**src/design/scfp_pkg.sv**
```systemverilog
// Shared types, constants and functions of the synthesizer channel frequency planner.
`timescale 1ns / 1ps
`default_nettype none
package scfp_pkg;

    localparam int CfgIdxW = 3;
    localparam int CfgDataW = 31;

    localparam logic [CfgIdxW-1:0] CFG_CRYSTAL = 3'd0;
    localparam logic [CfgIdxW-1:0] CFG_BASE = 3'd1;
    localparam logic [CfgIdxW-1:0] CFG_SPACING = 3'd2;
    localparam logic [CfgIdxW-1:0] CFG_IF = 3'd3;
    localparam logic [CfgIdxW-1:0] CFG_LO_SIDE = 3'd4;
    localparam logic [CfgIdxW-1:0] CFG_FORCE_CCM = 3'd5;

    localparam logic [25:0] CRYSTAL_RST = 26'd38400000;
    localparam logic [30:0] BASE_RST = 31'd868000000;
    localparam logic [23:0] SPACING_RST = 24'd100000;
    localparam logic [22:0] IF_RST = 23'd400000;

    localparam int ScaleShift = 19;
    localparam logic [7:0] CODE_OUT_OF_BAND = 8'h03;

    localparam logic [31:0] TARGET_SPLIT = 32'h4000_0001;
    localparam logic [32:0] HALF_TARGET_LOW = 33'd1750000;
    localparam logic [32:0] HALF_TARGET_HIGH = 33'd3500000;
    localparam logic [16:0] TARGET_ODD = 17'd109375;
    localparam int RecipShift = 45;
    localparam logic [28:0] TARGET_RECIP = 29'((64'd1 << RecipShift) / 64'd109375);
    localparam logic [9:0] DIV_DCDC_MAX = 10'd1023;
    localparam logic [6:0] FRAC_SCALE = 7'd100;
    localparam logic [7:0] RCO_BAND_LOW = 8'd1;
    localparam logic [7:0] RCO_BAND_HIGH = 8'd4;

    localparam logic [63:0] DIG_STEP = 64'd625000000;
    localparam logic [63:0] DCDC_STEP = 64'd325000000;

    localparam logic [31:0] BAND_LO [14] = '{
        32'd1150000000, 32'd745000000, 32'd575000000, 32'd467000000,
        32'd358000000, 32'd292000000, 32'd260000000, 32'd234000000,
        32'd192000000, 32'd156000000, 32'd146000000, 32'd130000000,
        32'd117000000, 32'd100000000};
    localparam logic [31:0] BAND_HI [14] = '{
        32'd1450000000, 32'd956000000, 32'd745000000, 32'd575000000,
        32'd467000000, 32'd358000000, 32'd292000000, 32'd260000000,
        32'd234000000, 32'd192000000, 32'd156000000, 32'd146000000,
        32'd130000000, 32'd117000000};
    localparam logic [7:0] BAND_CODE [14] = '{
        8'h02, 8'h03, 8'h04, 8'h05, 8'h13, 8'h14, 8'h1b,
        8'h15, 8'h1c, 8'h1d, 8'h24, 8'h9b, 8'h25, 8'h9c};
    localparam logic [1:0] MMD_TABLE [10] = '{
        2'd0, 2'd0, 2'd1, 2'd2, 2'd2, 2'd3, 2'd3, 2'd3, 2'd3, 2'd0};

    typedef struct packed {
        logic [25:0] crystal_hz;
        logic [30:0] base_freq_hz;
        logic [23:0] spacing_hz;
        logic [22:0] if_hz;
        logic        lo_side_flag;
        logic        force_ccm;
    } t_cfg;

    typedef struct packed {
        logic [7:0]  divider_code;
        logic [25:0] freq_word;
        logic [23:0] spacing_word;
        logic [19:0] if_word;
        logic [31:0] base_q_hz;
        logic [31:0] spacing_q_hz;
    } t_plan;

    typedef struct packed {
        logic [25:0] rem;
        logic [31:0] quo;
        logic [31:0] f;
        logic [31:0] vco;
        logic [9:0]  div_dcdc;
        logic [1:0]  rs_dig;
        logic [1:0]  rs_dcdc;
        logic        thigh;
    } t_div;

    typedef struct packed {
        logic [31:0] channel_freq_hz;
        logic [9:0]  mmd_div_dcdc;
        logic [1:0]  mmd_div_rs_dig;
        logic [1:0]  mmd_div_rs_dcdc;
        logic [2:0]  retime_limit_low;
        logic [2:0]  retime_limit_high;
        logic        retime_allowed;
        logic        thigh;
    } t_res;

    function automatic logic [7:0] band_code(input logic [30:0] hz);
        logic [7:0] code;
        code = CODE_OUT_OF_BAND;
        for (int i = 13; i >= 0; i--) begin
            if ({1'b0, hz} >= BAND_LO[i] && {1'b0, hz} < BAND_HI[i]) begin
                code = BAND_CODE[i];
            end
        end
        return code;
    endfunction

    function automatic logic [8:0] decode_lodiv(input logic [7:0] code);
        logic [8:0] a;
        logic [8:0] b;
        logic [8:0] c;
        a = (code[7:6] == 2'd0) ? 9'd1 : {7'd0, code[7:6]};
        b = (code[5:3] == 3'd0) ? 9'd1 : {6'd0, code[5:3]};
        c = (code[2:0] == 3'd0) ? 9'd1 : {6'd0, code[2:0]};
        return 9'(a * b * c);
    endfunction

    // number of whole steps in vco, clipped to max_k
    function automatic logic [3:0] count_steps(input logic [31:0] vco,
                                               input logic [63:0] step,
                                               input int max_k);
        logic [3:0] n;
        n = 4'd0;
        for (int k = 1; k <= 8; k++) begin
            if (k <= max_k && {32'd0, vco} >= 64'(k) * step) begin
                n = n + 4'd1;
            end
        end
        return n;
    endfunction

    function automatic logic [1:0] mmd_lookup(input logic [3:0] idx);
        return (idx > 4'd9) ? MMD_TABLE[9] : MMD_TABLE[idx];
    endfunction

    // one restoring division step on the retime divider
    function automatic t_div div_step(input t_div s, input logic [25:0] d);
        t_div       o;
        logic [26:0] rt;
        o = s;
        rt = {s.rem, s.f[31]};
        o.f = {s.f[30:0], 1'b0};
        if (rt >= {1'b0, d}) begin
            o.rem = 26'(rt - {1'b0, d});
            o.quo = {s.quo[30:0], 1'b1};
        end else begin
            o.rem = rt[25:0];
            o.quo = {s.quo[30:0], 1'b0};
        end
        return o;
    endfunction

endpackage
`default_nettype wire

```
**src/design/scfp_prep.sv**
```systemverilog
// Configuration-derived band code, scaled words and quantized base and spacing hertz.
`timescale 1ns / 1ps
`default_nettype none
module scfp_prep
    import scfp_pkg::*;
(
    input  wire logic  i_clk,
    input  wire logic  i_rst_n,
    input  wire logic  i_restart,
    input  wire t_cfg  i_cfg,
    output t_plan      o_plan,
    output logic       o_done
);

    typedef enum logic [3:0] {
        S_LOAD  = 4'b0001,
        S_DIV   = 4'b0010,
        S_STORE = 4'b0100,
        S_DONE  = 4'b1000
    } t_pstate;

    localparam logic [5:0] LAST_STEP = 6'd58;

    t_pstate     r_state;
    logic [1:0]  r_sel;
    logic        r_hz;
    logic [5:0]  r_cnt;
    logic [58:0] r_num;
    logic [25:0] r_rem;
    logic [58:0] r_quo;
    logic [25:0] r_fw;
    logic [23:0] r_sw;
    logic [19:0] r_iw;
    logic [31:0] r_fq;
    logic [31:0] r_sq;

    logic [7:0]  w_code;
    logic [8:0]  w_lodiv;
    logic [30:0] w_hz;
    logic [39:0] w_wprod;
    logic [25:0] w_word;
    logic [51:0] w_hprod;
    logic [25:0] w_div;
    logic [26:0] w_remt;
    logic        w_ge;

    assign w_code = band_code(i_cfg.base_freq_hz);
    assign w_lodiv = decode_lodiv(w_code);

    always_comb begin
        unique case (r_sel)
            2'd0:    w_hz = i_cfg.base_freq_hz;
            2'd1:    w_hz = {7'd0, i_cfg.spacing_hz};
            2'd2:    w_hz = {8'd0, i_cfg.if_hz};
            default: w_hz = '0;
        endcase
        unique case (r_sel)
            2'd0:    w_word = (r_quo > 59'h3FF_FFFF) ? 26'h3FF_FFFF : r_quo[25:0];
            2'd1:    w_word = (r_quo > 59'hFF_FFFF) ? 26'hFF_FFFF : {2'd0, r_quo[23:0]};
            2'd2:    w_word = (r_quo > 59'hF_FFFF) ? 26'hF_FFFF : {6'd0, r_quo[19:0]};
            default: w_word = '0;
        endcase
    end

    assign w_wprod = 40'(w_hz) * 40'(w_lodiv);
    assign w_hprod = 52'(w_word) * 52'(i_cfg.crystal_hz);
    assign w_div = r_hz ? {17'd0, w_lodiv} : i_cfg.crystal_hz;
    assign w_remt = {r_rem, r_num[58]};
    assign w_ge = w_remt >= {1'b0, w_div};

    always_ff @(posedge i_clk) begin
        if (!i_rst_n) begin
            r_state <= S_LOAD;
            r_sel <= 2'd0;
            r_hz <= 1'b0;
            r_cnt <= 6'd0;
        end else if (i_restart) begin
            r_state <= S_LOAD;
            r_sel <= 2'd0;
            r_hz <= 1'b0;
            r_cnt <= 6'd0;
        end else begin
            unique case (r_state)
                S_LOAD: begin
                    r_num <= {w_wprod, {ScaleShift{1'b0}}};
                    r_rem <= '0;
                    r_quo <= '0;
                    r_cnt <= 6'd0;
                    r_hz <= 1'b0;
                    r_state <= S_DIV;
                end
                S_DIV: begin
                    r_num <= {r_num[57:0], 1'b0};
                    r_rem <= w_ge ? 26'(w_remt - {1'b0, w_div}) : w_remt[25:0];
                    r_quo <= {r_quo[57:0], w_ge};
                    r_cnt <= r_cnt + 6'd1;
                    if (r_cnt == LAST_STEP) begin
                        r_state <= S_STORE;
                    end
                end
                S_STORE: begin
                    if (!r_hz) begin
                        unique case (r_sel)
                            2'd0:    r_fw <= w_word;
                            2'd1:    r_sw <= w_word[23:0];
                            default: r_iw <= w_word[19:0];
                        endcase
                        if (r_sel == 2'd2) begin
                            r_state <= S_DONE;
                        end else begin
                            r_num <= {26'd0, w_hprod[51:ScaleShift]};
                            r_rem <= '0;
                            r_quo <= '0;
                            r_cnt <= 6'd0;
                            r_hz <= 1'b1;
                            r_state <= S_DIV;
                        end
                    end else begin
                        if (r_sel == 2'd0) begin
                            r_fq <= r_quo[31:0];
                        end else begin
                            r_sq <= r_quo[31:0];
                        end
                        r_sel <= r_sel + 2'd1;
                        r_state <= S_LOAD;
                    end
                end
                S_DONE: r_state <= S_DONE;
                default: r_state <= S_LOAD;
            endcase
        end
    end

    assign o_done = (r_state == S_DONE);
    assign o_plan.divider_code = w_code;
    assign o_plan.freq_word = r_fw;
    assign o_plan.spacing_word = r_sw;
    assign o_plan.if_word = r_iw;
    assign o_plan.base_q_hz = r_fq;
    assign o_plan.spacing_q_hz = r_sq;

endmodule
`default_nettype wire

```
**config.mk**
```make
export PLATFORM = sky130hd
export DESIGN_NAME = scfp_prep
export DESIGN_NICKNAME = d
export VERILOG_FILES = /design/src/design/scfp_pkg.sv /design/src/design/scfp_prep.sv
export SDC_FILE = /design/constraint.sdc
export NUM_CORES = 2
export LEC_CHECK = 0
export ABC_AREA = 1
export BUFFER_PORTS_ARGS = -buffer_cell sky130_fd_sc_hd__buf_2
export CORE_MARGIN = 2
export CORE_UTILIZATION = 45
export CTS_CLUSTER_DIAMETER = 80
export DETAILED_ROUTE_END_ITERATION = 8
export PLACE_DENSITY_LB_ADDON = 0.08
export SLEW_MARGIN = 20
export SYNTH_ARGS = -nofsm -noshare
export SYNTH_HDL_FRONTEND = slang
export SYNTH_SLANG_ARGS = --single-unit
```
**constraint.sdc**
```tcl
create_clock -name i_clk -period 14.9 [get_ports i_clk]
set_input_delay 1.49 -clock i_clk [delete_from_list [all_inputs] [get_ports i_clk]]
set_output_delay 1.49 -clock i_clk [all_outputs]
set_load 0.01 [all_outputs]
```
==> impl_metrics.ini <==
[run_status]
outcome = completed

[clock_network]
cts_sinks = 291
clock_path_buffers = 3
numCtsBuffers = 38
cts_setup_buffers = 0
cts.htree.levels = 2
cts_tree = yes
cts_resized = 0
clock_latency_ns = 0.58
hold_buffers = 0
root_buffer = clkbuf_16
clkSlewWorstSetupHoldPaths_ns = 0.06

[route]
first_pass_iters = 8
wirelength_mm = 137
drt_first_iter_violations = 2341
wl_per_cell_um = 19.9
vias_per_cell = 5.23
dr_total_vias = 35900
drtAntennaViolNets = 0
drc_errors = 0

[sta]
relSlewSlack_pct = 27.4
fin_skew_ns = 0.0209
period_minus_slack_ns = 9.77
worstMarginPinSlew_ns = 1.09
finalMaxSlewViolations = 0
fin_crit_sh_pct = 65.5
setup_viol = 0
totalNegativeSetupSlack_ns = 0
hold_violations = 0
rsz0062_at_grt = false
max_freq_mhz = 102

[final_layout]
postLayoutCellArea_sq_um = 48500
layout-drive-gt1-share_pct = 8.69
areaGrowthSynthToFinish_pct = 9.05
finalNetCount = 6698
fillers = 9719

[setup_path]
start_kind = flop
rr_startpoint = r_sel[0]
path_max_fanout = 20
cp.arrival_ns = 10.08
r2r_slack_ns = 5.13
worst_path_max_delay_cell = clkinv_1
end_kind = flop
r2r-end = r_num[29]
critPathKind = flop to flop
cp_common_cell = inv_1
r2r_cells = 35
worstPathRequired_ns = 15.21
cp_slowest_stage_delay_ns = 0.86

[synthesis]
syn-cell-area_sq_um = 44500
synth_top_cell_area_share_pct = 33.8
yosys_most_used_dff = edfxtp_1
synth_cell_types = 70
yosys.area.top_type = fa_1
synth_async_sr_flop_share_pct = 0
synth_seq_area_share_pct = 19.3
avgSynthCellArea_sq_um = 8.27
synth_edf_count = 278
synth_common_cells = inv_1, nand2_1, fa_1
yosys-top-cells-area = fa_1, edfxtp_1, inv_1
synth_seq_cells = 291
yosysMostFrequentCell = inv_1
netlist_instances = 5379
ys_warn_count = 0

[global_routing]
grt_pass1_vias = 37400
grt_usage_pct = 27.8
grt-ovfl-total = 0
antenna_found_initial = 7
grt_max_degree = 88
grt_pass1_wl_mm = 217

[die]
io_pins = 252
start_util_pct = 45.3
core_area_sq_um = 98100
rows = 115
die_w_um = 318
dieArea_sq_um = 101000
die_h_um = 318

[hold_path]
min_path_type = flop to flop
worstHoldEndpoint = r_cnt[0]
hold_depth = 2
min_from = r_cnt[0]

[placed_design]
hpwl_mm = 108
io_buffers = 248
place_area_sq_um = 47200
place.gp.congestion = 0.972

[job]
maxCapViolations = 0
==> layout by cell type, fill, tap and decap left out, types with 65 or more instances in the layout <==
cell,Yosys,final
inv_1,1182,1182
buf_2,19,248
o21ai_0,195,195
buf_4,1,65
a21oi_1,220,220
ha_1,285,282
nand3_1,93,92
nor2_1,647,646
nand2_1,1109,1109
fa_1,752,752
edfxtp_1,278,278
==> metal layers <==
metal | part of all wire (%) | up-vias | global-route usage (%)
met3 | 5.7 | 222 | 3.51
met1 | 43 | 17900 | 36.7
met2 | 48 | 1065 | 47.2
met5 | 0.058 | - | 0
met4 | 3.9 | 10 | 9.64
li1 | - | 16700 | -
==> metrics by stage <==
step / std cells / util [%] / worst slack, ns / hold WS [ns]
final: 6869 / 49.4 / 5.13 / 0.510
after CTS: 6867 / 49.4 / 5.20 / 0.507
after floorplan: 5384 / - / 5.57 / 0.445
after global routing: 6868 / 49.4 / 4.51 / 0.523
after detailed placement: 6799 / 48.1 / 4.66 / 0.494
after global placement: 6799 / 48.1 / 4.72 / 0.485
==> how the worst max path moves through the flow <==
stage	slack (ns)	startpoint	to	cells past startpoint
6_report	5.13	r_sel[0]	r_num[29]	35
5_1_grt	4.51	r_quo[29]	r_num[23]	37
4_1_cts	5.20	r_sel[0]	r_num[22]	30
3_5_place_dp	4.66	i_cfg[58]	r_num[51]	37
3_3_place_gp	4.72	i_cfg[58]	r_num[51]	37
2_1_floorplan	5.57	i_cfg[76]	r_num[51]	41
==> layout make-up <==
| cell class | count | area (sq um) | area share [%] |
|---|---|---|---|
| sequential | 291 | 8610 | 17.7 |
| antenna | 2 | 5.00 | 0.0103 |
| clock buffer | 46 | 1030 | 2.13 |
| timing repair buffer | 313 | 1730 | 3.56 |
| clock inverter | 22 | 298 | 0.614 |
| multi-input combinational | 3688 | 30700 | 63.2 |
| tap | 1287 | 1610 | 3.32 |
| inverter | 1220 | 4590 | 9.45 |
==> registers in the layout, summed over array words and instances (netlist names), 2 cells and up <==
name,count
r_num,59
r_quo,59
r_fq,32
r_sq,32
r_fw,26
r_rem,26
r_sw,24
r_iw,20
r_cnt,6
r_state,4
r_sel,2
==> critical path: cells and delay by family, from the launching register on <==
kind	cells	cell delay [ns]
flops	1	0.36
buf+inv	11	2.62
compound gates	4	0.80
fa+ha+maj	9	3.91
simple gates	11	1.73
==> cells by family after synthesis <==
group                      synth area share (%)
other                                    0.0169
and+or+nand+nor                            18.2
buffers and inverters                      12.0
DFF                                        19.3
AOI/OAI and AO/OA                          7.60
adders and majority gates                  41.8
xor gates and xnor gates                  0.945
Power is not shown: default switching activity piles up to over one toggle a cycle in this logic, so the estimate is an artifact.
